$ cat src/rtl/jsu_pkg.sv
// Shared types and constants of the JSON string unescaper.
// Used by jsu_front, jsu_fifo, jsu_back and json_string_unescape_utf8_core.
package jsu_pkg;

    localparam int FIFO_DEPTH = 4;
    localparam int FIFO_AW    = $clog2(FIFO_DEPTH);
    localparam int FIFO_CW    = $clog2(FIFO_DEPTH + 1);

    localparam logic [1:0] KIND_DATA  = 2'd0;
    localparam logic [1:0] KIND_DONE  = 2'd1;
    localparam logic [1:0] KIND_ERROR = 2'd2;

    localparam logic [2:0] CAUSE_NONE     = 3'd0;
    localparam logic [2:0] CAUSE_NO_QUOTE = 3'd1;
    localparam logic [2:0] CAUSE_CONTROL  = 3'd2;
    localparam logic [2:0] CAUSE_ESCAPE   = 3'd3;
    localparam logic [2:0] CAUSE_HEX      = 3'd4;
    localparam logic [2:0] CAUSE_SURR     = 3'd5;
    localparam logic [2:0] CAUSE_EARLY    = 3'd6;

    localparam logic [7:0] CH_QUOTE = 8'h22;
    localparam logic [7:0] CH_BSL   = 8'h5C;
    localparam logic [7:0] CH_SLASH = 8'h2F;
    localparam logic [7:0] CH_B     = 8'h62;
    localparam logic [7:0] CH_F     = 8'h66;
    localparam logic [7:0] CH_N     = 8'h6E;
    localparam logic [7:0] CH_R     = 8'h72;
    localparam logic [7:0] CH_T     = 8'h74;
    localparam logic [7:0] CH_U     = 8'h75;
    localparam logic [7:0] CH_SPACE = 8'h20;

    localparam logic [5:0] SURR_HIGH_TAG = 6'b110110;
    localparam logic [5:0] SURR_LOW_TAG  = 6'b110111;

    // One queued command: up to four bytes to emit, or a single report.
    typedef struct packed {
        logic [3:0][7:0] bytes;
        logic [1:0]      last_idx;
        logic [1:0]      kind;
        logic [2:0]      cause;
    } cmd_t;

endpackage

$ cat src/rtl/json_string_unescape_utf8_core.sv
// JSON string unescaper with UTF-8 output. Throughput: one input byte per
// cycle while the queue is not full; a \u escape emits up to three bytes and
// a surrogate pair four, one per cycle from the output register while
// m_tready is high, with a four-entry command queue absorbing the bursts.
// Reset (rst_n low, asynchronous) returns to idle and empties the queue.
module json_string_unescape_utf8_core (
    input  logic        clk,
    input  logic        rst_n,
    input  logic        s_tvalid,
    output logic        s_tready,
    input  logic [7:0]  s_tdata,   // data_byte
    input  logic [0:0]  s_tuser,   // end_of_input
    output logic        m_tvalid,
    input  logic        m_tready,
    output logic [15:0] m_tdata,   // out_byte [7:0], error_cause [10:8], zero
    output logic [1:0]  m_tuser,   // kind
    output logic        m_tlast
);
    import jsu_pkg::*;

    logic       push;
    cmd_t       push_cmd;
    logic       full;
    logic       head_valid;
    cmd_t       head_cmd;
    logic       pop;
    logic [7:0] out_byte;
    logic [2:0] out_cause;

    jsu_front u_front (
        .clk        (clk),
        .rst_n      (rst_n),
        .in_valid   (s_tvalid),
        .in_ready   (s_tready),
        .in_byte    (s_tdata),
        .in_end     (s_tuser[0]),
        .queue_full (full),
        .push       (push),
        .push_cmd   (push_cmd)
    );

    jsu_fifo u_fifo (
        .clk        (clk),
        .rst_n      (rst_n),
        .push       (push),
        .push_cmd   (push_cmd),
        .full       (full),
        .head_valid (head_valid),
        .head_cmd   (head_cmd),
        .pop        (pop)
    );

    jsu_back u_back (
        .clk        (clk),
        .rst_n      (rst_n),
        .head_valid (head_valid),
        .head_cmd   (head_cmd),
        .pop        (pop),
        .out_valid  (m_tvalid),
        .out_ready  (m_tready),
        .out_byte   (out_byte),
        .out_kind   (m_tuser),
        .out_cause  (out_cause),
        .out_last   (m_tlast)
    );

    assign m_tdata = {5'd0, out_cause, out_byte};

endmodule

$ cat src/rtl/jsu_front.sv
// Front end of the unescaper: accepts input bytes, tracks the string syntax
// and turns each byte into at most one queued command. Depends on jsu_pkg.
module jsu_front (
    input  logic          clk,
    input  logic          rst_n,
    input  logic          in_valid,
    output logic          in_ready,
    input  logic [7:0]    in_byte,
    input  logic          in_end,
    input  logic          queue_full,
    output logic          push,
    output jsu_pkg::cmd_t push_cmd
);
    import jsu_pkg::*;

    typedef enum logic [2:0] {
        PH_IDLE,
        PH_BODY,
        PH_ESC,
        PH_HEX,
        PH_LOWBS,
        PH_LOWU,
        PH_HEXLO
    } phase_t;

    phase_t      phase_reg, phase_next;
    logic [1:0]  hex_cnt_reg, hex_cnt_next;
    logic [15:0] code_unit_reg, code_unit_next;
    logic [9:0]  high_bits_reg, high_bits_next;

    logic        accept;
    logic        hex_ok;
    logic [3:0]  hex_val;
    logic [15:0] unit_new;
    logic [10:0] plane;
    logic        produce;
    cmd_t        cmd;

    function automatic cmd_t single(input logic [7:0] b, input logic [1:0] k,
                                    input logic [2:0] c);
        cmd_t r;
        r          = '0;
        r.bytes[0] = b;
        r.last_idx = 2'd0;
        r.kind     = k;
        r.cause    = c;
        return r;
    endfunction

    function automatic cmd_t utf8(input logic [20:0] cp);
        cmd_t r;
        r       = '0;
        r.kind  = KIND_DATA;
        r.cause = CAUSE_NONE;
        if (cp < 21'h80)
        begin
            r.bytes[0] = cp[7:0];
            r.last_idx = 2'd0;
        end
        else if (cp < 21'h800)
        begin
            r.bytes[0] = {3'b110, cp[10:6]};
            r.bytes[1] = {2'b10, cp[5:0]};
            r.last_idx = 2'd1;
        end
        else if (cp < 21'h10000)
        begin
            r.bytes[0] = {4'b1110, cp[15:12]};
            r.bytes[1] = {2'b10, cp[11:6]};
            r.bytes[2] = {2'b10, cp[5:0]};
            r.last_idx = 2'd2;
        end
        else
        begin
            r.bytes[0] = {5'b11110, cp[20:18]};
            r.bytes[1] = {2'b10, cp[17:12]};
            r.bytes[2] = {2'b10, cp[11:6]};
            r.bytes[3] = {2'b10, cp[5:0]};
            r.last_idx = 2'd3;
        end
        return r;
    endfunction

    assign in_ready = !queue_full;
    assign accept   = in_valid && in_ready;

    always_comb
    begin
        hex_ok  = 1'b1;
        hex_val = in_byte[3:0];
        if (in_byte >= 8'h30 && in_byte <= 8'h39)
            hex_val = in_byte[3:0];
        else if ((in_byte >= 8'h61 && in_byte <= 8'h66) ||
                 (in_byte >= 8'h41 && in_byte <= 8'h46))
            hex_val = in_byte[3:0] + 4'd9;
        else
            hex_ok = 1'b0;
    end

    assign unit_new = {code_unit_reg[11:0], hex_val};
    assign plane    = {1'b0, high_bits_reg} + 11'h040;

    always_comb
    begin
        phase_next     = phase_reg;
        hex_cnt_next   = hex_cnt_reg;
        code_unit_next = code_unit_reg;
        high_bits_next = high_bits_reg;
        produce        = 1'b0;
        cmd            = single(8'h00, KIND_ERROR, CAUSE_EARLY);

        if (in_end)
        begin
            produce = 1'b1;
            cmd     = single(8'h00, KIND_ERROR, CAUSE_EARLY);
        end
        else
        begin
            case (phase_reg)
                PH_BODY:
                begin
                    if (in_byte == CH_QUOTE)
                    begin
                        produce = 1'b1;
                        cmd     = single(8'h00, KIND_DONE, CAUSE_NONE);
                    end
                    else if (in_byte < CH_SPACE)
                    begin
                        produce = 1'b1;
                        cmd     = single(8'h00, KIND_ERROR, CAUSE_CONTROL);
                    end
                    else if (in_byte == CH_BSL)
                        phase_next = PH_ESC;
                    else
                    begin
                        produce = 1'b1;
                        cmd     = single(in_byte, KIND_DATA, CAUSE_NONE);
                    end
                end
                PH_ESC:
                begin
                    produce    = 1'b1;
                    phase_next = PH_BODY;
                    case (in_byte)
                        CH_QUOTE: cmd = single(8'h22, KIND_DATA, CAUSE_NONE);
                        CH_BSL:   cmd = single(8'h5C, KIND_DATA, CAUSE_NONE);
                        CH_SLASH: cmd = single(8'h2F, KIND_DATA, CAUSE_NONE);
                        CH_B:     cmd = single(8'h08, KIND_DATA, CAUSE_NONE);
                        CH_F:     cmd = single(8'h0C, KIND_DATA, CAUSE_NONE);
                        CH_N:     cmd = single(8'h0A, KIND_DATA, CAUSE_NONE);
                        CH_R:     cmd = single(8'h0D, KIND_DATA, CAUSE_NONE);
                        CH_T:     cmd = single(8'h09, KIND_DATA, CAUSE_NONE);
                        CH_U:
                        begin
                            produce        = 1'b0;
                            phase_next     = PH_HEX;
                            hex_cnt_next   = 2'd0;
                            code_unit_next = 16'h0000;
                        end
                        default:  cmd = single(8'h00, KIND_ERROR, CAUSE_ESCAPE);
                    endcase
                end
                PH_HEX, PH_HEXLO:
                begin
                    if (!hex_ok)
                    begin
                        produce = 1'b1;
                        cmd     = single(8'h00, KIND_ERROR, CAUSE_HEX);
                    end
                    else if (hex_cnt_reg != 2'd3)
                    begin
                        hex_cnt_next   = hex_cnt_reg + 2'd1;
                        code_unit_next = unit_new;
                    end
                    else
                    begin
                        hex_cnt_next   = 2'd0;
                        code_unit_next = 16'h0000;
                        if (phase_reg == PH_HEX)
                        begin
                            if (unit_new[15:10] == SURR_HIGH_TAG)
                            begin
                                high_bits_next = unit_new[9:0];
                                phase_next     = PH_LOWBS;
                            end
                            else if (unit_new[15:10] == SURR_LOW_TAG)
                            begin
                                produce = 1'b1;
                                cmd     = single(8'h00, KIND_ERROR, CAUSE_SURR);
                            end
                            else
                            begin
                                produce    = 1'b1;
                                phase_next = PH_BODY;
                                cmd        = utf8({5'd0, unit_new});
                            end
                        end
                        else if (unit_new[15:10] != SURR_LOW_TAG)
                        begin
                            produce = 1'b1;
                            cmd     = single(8'h00, KIND_ERROR, CAUSE_SURR);
                        end
                        else
                        begin
                            produce        = 1'b1;
                            phase_next     = PH_BODY;
                            high_bits_next = 10'd0;
                            cmd            = utf8({plane, unit_new[9:0]});
                        end
                    end
                end
                PH_LOWBS:
                begin
                    if (in_byte != CH_BSL)
                    begin
                        produce = 1'b1;
                        cmd     = single(8'h00, KIND_ERROR, CAUSE_SURR);
                    end
                    else
                        phase_next = PH_LOWU;
                end
                PH_LOWU:
                begin
                    if (in_byte != CH_U)
                    begin
                        produce = 1'b1;
                        cmd     = single(8'h00, KIND_ERROR, CAUSE_SURR);
                    end
                    else
                    begin
                        phase_next     = PH_HEXLO;
                        hex_cnt_next   = 2'd0;
                        code_unit_next = 16'h0000;
                    end
                end
                default:
                begin
                    if (in_byte != CH_QUOTE)
                    begin
                        produce = 1'b1;
                        cmd     = single(8'h00, KIND_ERROR, CAUSE_NO_QUOTE);
                    end
                    else
                    begin
                        phase_next     = PH_BODY;
                        hex_cnt_next   = 2'd0;
                        code_unit_next = 16'h0000;
                        high_bits_next = 10'd0;
                    end
                end
            endcase
        end

        // A completion or an error always leaves the block idle and cleared.
        if (produce && cmd.kind != KIND_DATA)
        begin
            phase_next     = PH_IDLE;
            hex_cnt_next   = 2'd0;
            code_unit_next = 16'h0000;
            high_bits_next = 10'd0;
        end
    end

    assign push     = accept && produce;
    assign push_cmd = cmd;

    always_ff @(posedge clk or negedge rst_n)
    begin
        if (!rst_n)
        begin
            phase_reg     <= PH_IDLE;
            hex_cnt_reg   <= 2'd0;
            code_unit_reg <= 16'h0000;
            high_bits_reg <= 10'd0;
        end
        else if (accept)
        begin
            phase_reg     <= phase_next;
            hex_cnt_reg   <= hex_cnt_next;
            code_unit_reg <= code_unit_next;
            high_bits_reg <= high_bits_next;
        end
    end

    a_hex_cnt_in_hex: assert property (@(posedge clk) disable iff (!rst_n)
        hex_cnt_reg != 2'd0 |-> (phase_reg == PH_HEX || phase_reg == PH_HEXLO))
        else $error("hex digit count outside a hex escape");

    a_high_bits_pending: assert property (@(posedge clk) disable iff (!rst_n)
        high_bits_reg != 10'd0 |->
            (phase_reg == PH_LOWBS || phase_reg == PH_LOWU || phase_reg == PH_HEXLO))
        else $error("surrogate bits held with no low surrogate pending");

endmodule

$ cat src/rtl/jsu_fifo.sv
// Short command queue between the front end and the back end.
// Depends on jsu_pkg for the command type and depth.
module jsu_fifo (
    input  logic          clk,
    input  logic          rst_n,
    input  logic          push,
    input  jsu_pkg::cmd_t push_cmd,
    output logic          full,
    output logic          head_valid,
    output jsu_pkg::cmd_t head_cmd,
    input  logic          pop
);
    import jsu_pkg::*;

    cmd_t                 mem_reg [FIFO_DEPTH];
    logic [FIFO_AW-1:0]   wr_ptr_reg, wr_ptr_next;
    logic [FIFO_AW-1:0]   rd_ptr_reg, rd_ptr_next;
    logic [FIFO_CW-1:0]   count_reg, count_next;
    logic                 do_push;
    logic                 do_pop;

    assign full       = count_reg == FIFO_CW'(FIFO_DEPTH);
    assign head_valid = count_reg != '0;
    assign head_cmd   = mem_reg[rd_ptr_reg];
    assign do_push    = push && !full;
    assign do_pop     = pop && head_valid;

    always_comb
    begin
        wr_ptr_next = do_push ? wr_ptr_reg + 1'b1 : wr_ptr_reg;
        rd_ptr_next = do_pop ? rd_ptr_reg + 1'b1 : rd_ptr_reg;
        count_next  = count_reg;
        if (do_push && !do_pop)
            count_next = count_reg + 1'b1;
        else if (do_pop && !do_push)
            count_next = count_reg - 1'b1;
    end

    always_ff @(posedge clk)
    begin
        if (do_push)
            mem_reg[wr_ptr_reg] <= push_cmd;
    end

    always_ff @(posedge clk or negedge rst_n)
    begin
        if (!rst_n)
        begin
            wr_ptr_reg <= '0;
            rd_ptr_reg <= '0;
            count_reg  <= '0;
        end
        else
        begin
            wr_ptr_reg <= wr_ptr_next;
            rd_ptr_reg <= rd_ptr_next;
            count_reg  <= count_next;
        end
    end

    a_no_overflow: assert property (@(posedge clk) disable iff (!rst_n)
        push |-> !full)
        else $error("command pushed into a full queue");

    a_count_bound: assert property (@(posedge clk) disable iff (!rst_n)
        count_reg <= FIFO_CW'(FIFO_DEPTH))
        else $error("queue count beyond depth");

endmodule

$ cat src/rtl/jsu_back.sv
// Back end of the unescaper: takes queued commands and sends their bytes
// one transfer at a time from an output register. Depends on jsu_pkg.
module jsu_back (
    input  logic          clk,
    input  logic          rst_n,
    input  logic          head_valid,
    input  jsu_pkg::cmd_t head_cmd,
    output logic          pop,
    output logic          out_valid,
    input  logic          out_ready,
    output logic [7:0]    out_byte,
    output logic [1:0]    out_kind,
    output logic [2:0]    out_cause,
    output logic          out_last
);
    import jsu_pkg::*;

    cmd_t       cur_reg, cur_next;
    logic [1:0] idx_reg, idx_next;
    logic       valid_reg, valid_next;
    logic       sent;
    logic       at_last;

    assign at_last = idx_reg == cur_reg.last_idx;
    assign sent    = valid_reg && out_ready;
    assign pop     = head_valid && (!valid_reg || (sent && at_last));

    always_comb
    begin
        cur_next   = cur_reg;
        idx_next   = idx_reg;
        valid_next = valid_reg;
        if (pop)
        begin
            cur_next   = head_cmd;
            idx_next   = 2'd0;
            valid_next = 1'b1;
        end
        else if (sent)
        begin
            if (at_last)
                valid_next = 1'b0;
            else
                idx_next = idx_reg + 2'd1;
        end
    end

    always_ff @(posedge clk)
    begin
        cur_reg <= cur_next;
    end

    always_ff @(posedge clk or negedge rst_n)
    begin
        if (!rst_n)
        begin
            idx_reg   <= 2'd0;
            valid_reg <= 1'b0;
        end
        else
        begin
            idx_reg   <= idx_next;
            valid_reg <= valid_next;
        end
    end

    assign out_valid = valid_reg;
    assign out_byte  = cur_reg.bytes[idx_reg];
    assign out_kind  = cur_reg.kind;
    assign out_cause = cur_reg.cause;
    assign out_last  = at_last;

    a_report_is_last: assert property (@(posedge clk) disable iff (!rst_n)
        valid_reg && cur_reg.kind != KIND_DATA |-> at_last && idx_reg == 2'd0)
        else $error("completion or error report not a single transfer");

endmodule

$ cat config.mk
export PLATFORM = sky130hd
export DESIGN_NAME = json_string_unescape_utf8_core
export DESIGN_NICKNAME = d
export VERILOG_FILES = /design/src/rtl/jsu_pkg.sv /design/src/rtl/json_string_unescape_utf8_core.sv /design/src/rtl/jsu_front.sv /design/src/rtl/jsu_fifo.sv /design/src/rtl/jsu_back.sv
export SDC_FILE = /design/constraint.sdc
export NUM_CORES = 1
export LEC_CHECK = 0
export ABC_AREA = 1
export BUFFER_PORTS_ARGS = -buffer_cell sky130_fd_sc_hd__buf_2
export CAP_MARGIN = 25
export CORE_ASPECT_RATIO = 1.2
export CORE_MARGIN = 10
export CORE_UTILIZATION = 45
export CTS_CLUSTER_DIAMETER = 150
export DETAILED_ROUTE_END_ITERATION = 10
export GPL_ROUTABILITY_DRIVEN = 0
export PLACE_DENSITY = 0.59
export SYNTH_ARGS = -nofsm -noshare
export SYNTH_HDL_FRONTEND = slang
export SYNTH_SLANG_ARGS = --single-unit
$ cat constraint.sdc
create_clock -name clk -period 10.11 [get_ports clk]
set_input_delay 2.022 -clock clk [delete_from_list [all_inputs] [get_ports clk]]
set_output_delay 2.022 -clock clk [all_outputs]
set_load 0.1 [all_outputs]
Word level (Yosys, flattened, before mapping)

Memories as Yosys holds them, arrays and structs flattened. A register that Yosys moved wholly into a read port is not among the register bits.
Index checks and enable logic that the tools add are counted.

Memory bits (writable): 156
Bits of input ports: 13
Register bits: 37
Memories kept: 1
Logic and storage cells: 200
Output and inout bits: 21

Memory list:

| name           | depth | bits a word | read ports | clocked after memory_dff | write ports | RTL line       | text |
|---|---|---|---|---|---|---|---|
| u_fifo.mem_reg | 4     | 39          | 1          | 1                        | 1           | jsu_fifo.sv:15 | `cmd_t mem_reg [FIFO_DEPTH];` |

Mux-type cells: 95
$lt $le $gt $ge: 13
Reduce and logical (&&, ||, !) cells: 32
Add/subtract/negate cells: 8
Eq/ne operators: 42

Operators with widths:

| operator                                                                        | count |
|---|---|
| 39-bit 2-to-1 mux                                                               | 9 |
| 39-bit one-hot mux with 5 select lines                                          | 1 |
| 14-bit one-hot mux with 9 select lines                                          | 1 |
| 10-bit 2-to-1 mux                                                               | 10 |
| 12-bit 2-to-1 mux                                                               | 7 |
| 8-bit by 7-bit equality test with 1-bit output (second input constant)          | 7 |
| 3-bit 2-to-1 mux                                                                | 17 |
| 16-bit 2-to-1 mux                                                               | 3 |
| 24-bit 2-to-1 mux                                                               | 2 |
| 12-bit one-hot mux with 4 select lines                                          | 1 |
| 2-bit 2-to-1 mux                                                                | 13 |
| 8-bit 2-to-1 mux                                                                | 3 |
| 21-bit by 12-bit less-than comparator with 1-bit output (second input constant) | 1 |
| 21-bit by 17-bit less-than comparator with 1-bit output (second input constant) | 1 |
| 21-bit by 8-bit less-than comparator with 1-bit output (second input constant)  | 1 |
| 10-bit one-hot mux with 2 select lines                                          | 1 |
| 1-bit 2-to-1 mux                                                                | 19 |
| 18-bit 2-to-1 mux                                                               | 1 |
| 3-bit inequality test (second input constant)                                   | 6 |
| 8-bit binary-select mux with 2-bit select                                       | 1 |
| 8-bit by 6-bit equality test with 1-bit output (second input constant)          | 2 |
| 8-bit by 7-bit >= comparator with 1-bit output (second input constant)          | 2 |
| 8-bit by 7-bit <= comparator with 1-bit output (second input constant)          | 2 |
| 16-bit by 12-bit less-than comparator with 1-bit output (second input constant) | 1 |
| 42 further kinds                                                                | 78 |

Longest topological paths before layout

Depth after elaboration: 19
Mapped depth: 18
Mapped depth without buffers: 18

Modules after synthesis

Synthesis repeated with hierarchy kept, for this count alone.

Cells, all modules: 1,218
Area total of the unflattened synthesis: 11,607.4 um^2

Modules (own cells, without submodules):

| module                         | area each (um^2) | cells an instance | instances | seq. area each (um^2) |
|---|---|---|---|---|
| jsu_fifo                       | 6,662.6          | 516               | 1         | 4,859.7 |
| jsu_front                      | 3,238.1          | 571               | 1         | 675.6 |
| jsu_back                       | 1,665.3          | 125               | 1         | 1,246.2 |
| json_string_unescape_utf8_core | 41.3             | 6                 | 1         | 0.0 |

Worst setup path before layout

No wires, ideal clock.

Kind: input -> register
From: input port m_tready
To: register u_fifo.count_reg[1]
Cell stages on the path: 9
Required time: 9,985 ps
Library setup time: 125 ps
Slack: 4,877 ps
Data arrival time: 5,108 ps
Path buffers: 0
Path through: inv_1 > o21ai_0 > inv_1 > nor2_1 > inv_1 > ha_1 > inv_1 > fa_1 > mux2_2

Longest elaborated chain between the ends: 8
Elaborated cells between the ends (all ways): 10
Those cells by class: mux (1); reduce/logical (9)

Ends and longest elaborated chain:

| item                     | RTL line                             | text |
|---|---|---|
| start: declaration       | json_string_unescape_utf8_core.sv:14 | `input logic m_tready,` |
| 1-bit logical AND        | jsu_back.sv:25                       | `assign sent = valid_reg && out_ready;` |
| 1-bit logical AND        | jsu_back.sv:26                       | `assign pop = head_valid && (!valid_reg \|\| (sent && at_last));` |
| 1-bit logical OR         | jsu_back.sv:26                       |  |
| 1-bit logical AND        | jsu_back.sv:26                       |  |
| via pop                  | json_string_unescape_utf8_core.sv:26 | `logic pop;` |
| 1-bit logical AND        | jsu_fifo.sv:26                       | `assign do_pop = pop && head_valid;` |
| 1-bit zero test          | jsu_fifo.sv:33                       | `if (do_push && !do_pop)` |
| 1-bit logical AND        | jsu_fifo.sv:33                       |  |
| 3-bit 2-to-1 mux         | jsu_fifo.sv:33                       |  |
| via u_fifo.count_next[1] | jsu_fifo.sv:18                       | `logic [FIFO_CW-1:0] count_reg, count_next;` |
| end signal: assignment   | jsu_fifo.sv:57                       | `count_reg <= count_next;` |
| end: declaration         | jsu_fifo.sv:18                       |  |

The timed path passes the listed nets, and every way through them passes these cells.
A chain may end at the register's enable or synchronous reset.

Final worst setup path

From: input port s_tdata[0]
To: register u_fifo.count_reg[2]

Longest elaborated chain between the ends: 13
Elaborated cells between the ends (all ways): 36
Those cells by class: order compare (7); eq/ne (6); mux (13); reduce/logical (10)

Ends and longest elaborated chain:

| item                                                                         | RTL line                             | text |
|---|---|---|
| start: declaration                                                           | json_string_unescape_utf8_core.sv:11 | `input logic [7:0] s_tdata,` |
| 8-bit by 7-bit >= comparator with 1-bit output, or another cell as far along | jsu_front.sv:93                      | `else if ((in_byte >= 8'h61 && in_byte <= 8'h66) \|\|` |
| 1-bit logical AND (on tied branches)                                         | jsu_front.sv:93, jsu_front.sv:94     |  |
| 1-bit logical OR                                                             | jsu_front.sv:93                      |  |
| 1-bit 2-to-1 mux                                                             | jsu_front.sv:93                      |  |
| 1-bit 2-to-1 mux                                                             | jsu_front.sv:91                      | `if (in_byte >= 8'h30 && in_byte <= 8'h39)` |
| 1-bit 2-to-1 mux                                                             | jsu_front.sv:165                     | `if (!hex_ok)` |
| 1-bit one-hot mux with 5 select lines *                                      | jsu_front.sv:119                     | `case (phase_reg)` |
| 1-bit 2-to-1 mux *                                                           | jsu_front.sv:112                     | `if (in_end)` |
| 1-bit logical AND *                                                          | jsu_front.sv:264                     | `assign push = accept && produce;` |
| 1-bit logical AND *                                                          | jsu_fifo.sv:25                       | `assign do_push = push && !full;` |
| via u_fifo.do_push                                                           | jsu_fifo.sv:19                       | `logic do_push;` |
| 1-bit zero test                                                              | jsu_fifo.sv:35                       | `else if (do_pop && !do_push)` |
| 1-bit logical AND                                                            | jsu_fifo.sv:35                       |  |
| 2-bit nonzero test (no source line)                                          | --                                   |  |

Mark *: on every way through the listed nets, which the timed path passes. The rest lies on a longest branch.

==> reports/qor.yml <==
worst_setup_path:
  critPathRequiredTime_ps: 10490
  start_kind: "primary input"
  path_buf_inv: 4
  crit_top_cell: "nand2_1"
  cp-end-kind: "flip-flop"
  cp_top_family: "simple AND/OR/NAND/NOR gates"
  r2r_setup_slack_ps: 6320
  slowest_delay_ps: 440
  path_class: "in2reg"
  path_cells: "buf_2, inv_1, ha_1, nand2_1, nand3_1, nand3_2, nand2_1, nand2_1, nand2_1, a21oi_4, nand2_1, inv_1, ha_1, inv_1, fa_1, a21oi_1, o21ai_0, xnor2_1"
  crit_fanout: 15
  cp_slowest_cell: "nand2_1"
  cp.arrival_ps: 5270
logic_synthesis:
  postSynthCellCount: 1024
  async_flop_share_pct: 17.5
  synth-edff-count: 175
  syn_avg_cell_area_um2: 9.85
  synthMostInstantiatedCell: "nand2_1"
  synth_top_area_cell: "edfxtp_1"
  yosysSeqAreaShare_pct: 61.3
  synth_common_cells: "nand2_1 (177), edfxtp_1 (175), nor2_1 (152), o21ai_0 (113), inv_1 (70)"
  synth_area_leaders: "edfxtp_1 (52%), dfrtp_1 (9.2%), nand2_1 (6.6%)"
  ys_ff_latch: 212
  synth_top_area_share_pct: 52.1
  ys.flop_type: "edfxtp_1"
  ys_warn_count: 0
  syn-cell-area_um2: 10100
  ys_types: 44
global_route:
  antenna_found_initial: 0
  grt.total_usage_pct: 16.7
  grt_start_max_net_pins: 73
  grt_overflow: 0
  grt_pass1_wl_um: 38300
  grt_pass1_vias: 7049
routing:
  viasPerCell: 5.46
  post-route-drc-count: 0
  detail-route-antenna-nets: 0
  drt-total-wl_um: 24200
  vias: 7276
  detail_route.wl_per_cell_um: 18.2
  drt_iter0_markers: 646
  detail_route.first_pass.iterations: 5
final_layout:
  nFillCells: 1993
  antenna_cells: 0
  fin_nets: 1066
  drive_above_1_share_pct: 10.1
  area_growth_pct: 11.1
  final_cells: 1332
  largest_reg_flops: 140
worst_hold_path:
  hold_class: "reg2reg"
job:
  drv_cap: 0
sta:
  grt_setup_unrepaired: "no"
  tightest_slew_ps: 917
  relSlewSlack_pct: 38.9
  finalSetupTns_ps: 0
  hold_viol_final: 0
  setup_ws_ps: 5230
  maxSlewViolCount: 0
  fin_skew_ps: 14.0
  max_freq_ghz: 0.205
  layout_min_cycle_time_ps: 4880
  fin_crit_sh_pct: 48.3
  setup_violations: 0
clock_network:
  cts_resized: 0
  root_buffer: "clkbuf_16"
  clk_path_buf_depth: 3
  clock_latency_ps: 500
  cts_sinks: 212
  hold_buffers: 0
  cts_max_level: 1
  tritoncts: "done"
  clkSlewWorstSetupHoldPaths_ps: 60
  numCtsBuffers: 23
  post_cts_buffers: 0
floorplanning:
  std_cell_rows: 59
  initial_utilization_pct: 46.1
  core_area_um2: 21900
  die_h_um: 184
  die_area_um2: 28800
  fp.dieW_um: 157
  io_pins: 34
power:
  ir_drop_mv: 0.136
  p_per_area_nw_per_um2: 283
  power_leakage_nw: 4.07
placed_design:
  io_buffers: 28
  dp_cells: 1290
  dp_slack_ps: 4740
  dpl.hpwl_um: 16700
run_status:
  status: "finished clean"
## logic make-up (layout without fill, tap and decap cells)
| logic type | Yosys count | in the layout | synth area share (%) |
|---|---|---|---|
| AO/OA/AOI/OAI | 248 | 248 | 13.7 |
| XOR/XNOR | 10 | 10 | 0.869 |
| adder cells (fa/ha/maj) | 12 | 12 | 1.56 |
| buffers and inverters | 134 | 164 | 5.55 |
| flip-flops | 212 | 212 | 61.3 |
| multiplexers | 1 | 1 | 0.112 |
| other | 1 | 5 | 0.0372 |
| AND/OR/NAND/NOR | 406 | 406 | 16.9 |
## path summary, 6_finish.rpt
path | endpoint | depth (start not counted) | startpoint
min reg2reg | u_front.phase_reg[1] | 2 | u_front.phase_reg[1]
max | u_fifo.count_reg[2] | 18 | s_tdata[0]
max in group asynchronous | u_fifo.rd_ptr_reg[0] | 1 | rst_n
min | u_front.phase_reg[1] | 2 | u_front.phase_reg[1]
min in group asynchronous | u_front.phase_reg[2] | 1 | rst_n
max reg2reg | u_fifo.count_reg[2] | 15 | u_front.phase_reg[2]
## placed cells by master, fill, tap and decap left out, types with 15 or more instances in the layout
cell	n
nand2_1	177
edfxtp_1	175
nor2_1	147
o21ai_0	113
inv_1	70
a21oi_1	49
o22ai_1	44
dfrtp_1	36
nand3_1	35
buf_2	28
clkbuf_16	23
nand4_1	15
## cell type report
cell class                 instances  area (um2)  area share (%)
clock buffer                      32         609            5.44
clock inverter                    10        81.3           0.726
tap                              274         343            3.06
sequential                       212        6180            55.2
inverter                          84         317            2.83
multi-input combinational        682        3390            30.3
timing repair buffer              38         275            2.46
## worst min-delay path: cells and delay by family (launching register included)
family	cells	cell delay (ps)
DFF	1	350
and+or+nand+nor	2	110
## power breakdown
group	internal [W]	leakage [nW]	switching (W)
registers	0.00122	2.07	0.0000714
clock network	0.000447	0.335	0.000319
logic	0.000254	1.67	0.000863
## metrics by stage
step                      total power (W)  cell area [um2]  utilization, %  hold slack, ps
after floorplan                   0.00214            10100               -             462
after global placement            0.00241            10400            47.7             476
after detailed placement          0.00244            10500            48.1             482
after CTS                         0.00321            11200            51.3             495
after global routing              0.00336            11200            51.3             533
final                             0.00317            11200            51.3             487
## per-layer routing
| metal | wire length, um | track usage, % | vias up |
|---|---|---|---|
| li1 | - | - | 3596 |
| met1 | 10800 | 22.0 | 3456 |
| met2 | 11700 | 28.0 | 185 |
| met3 | 1150 | 2.20 | 39 |
| met4 | 559 | 5.22 | 0 |
| met5 | 0 | 0 | - |
Power figures use the tool's default switching activity.
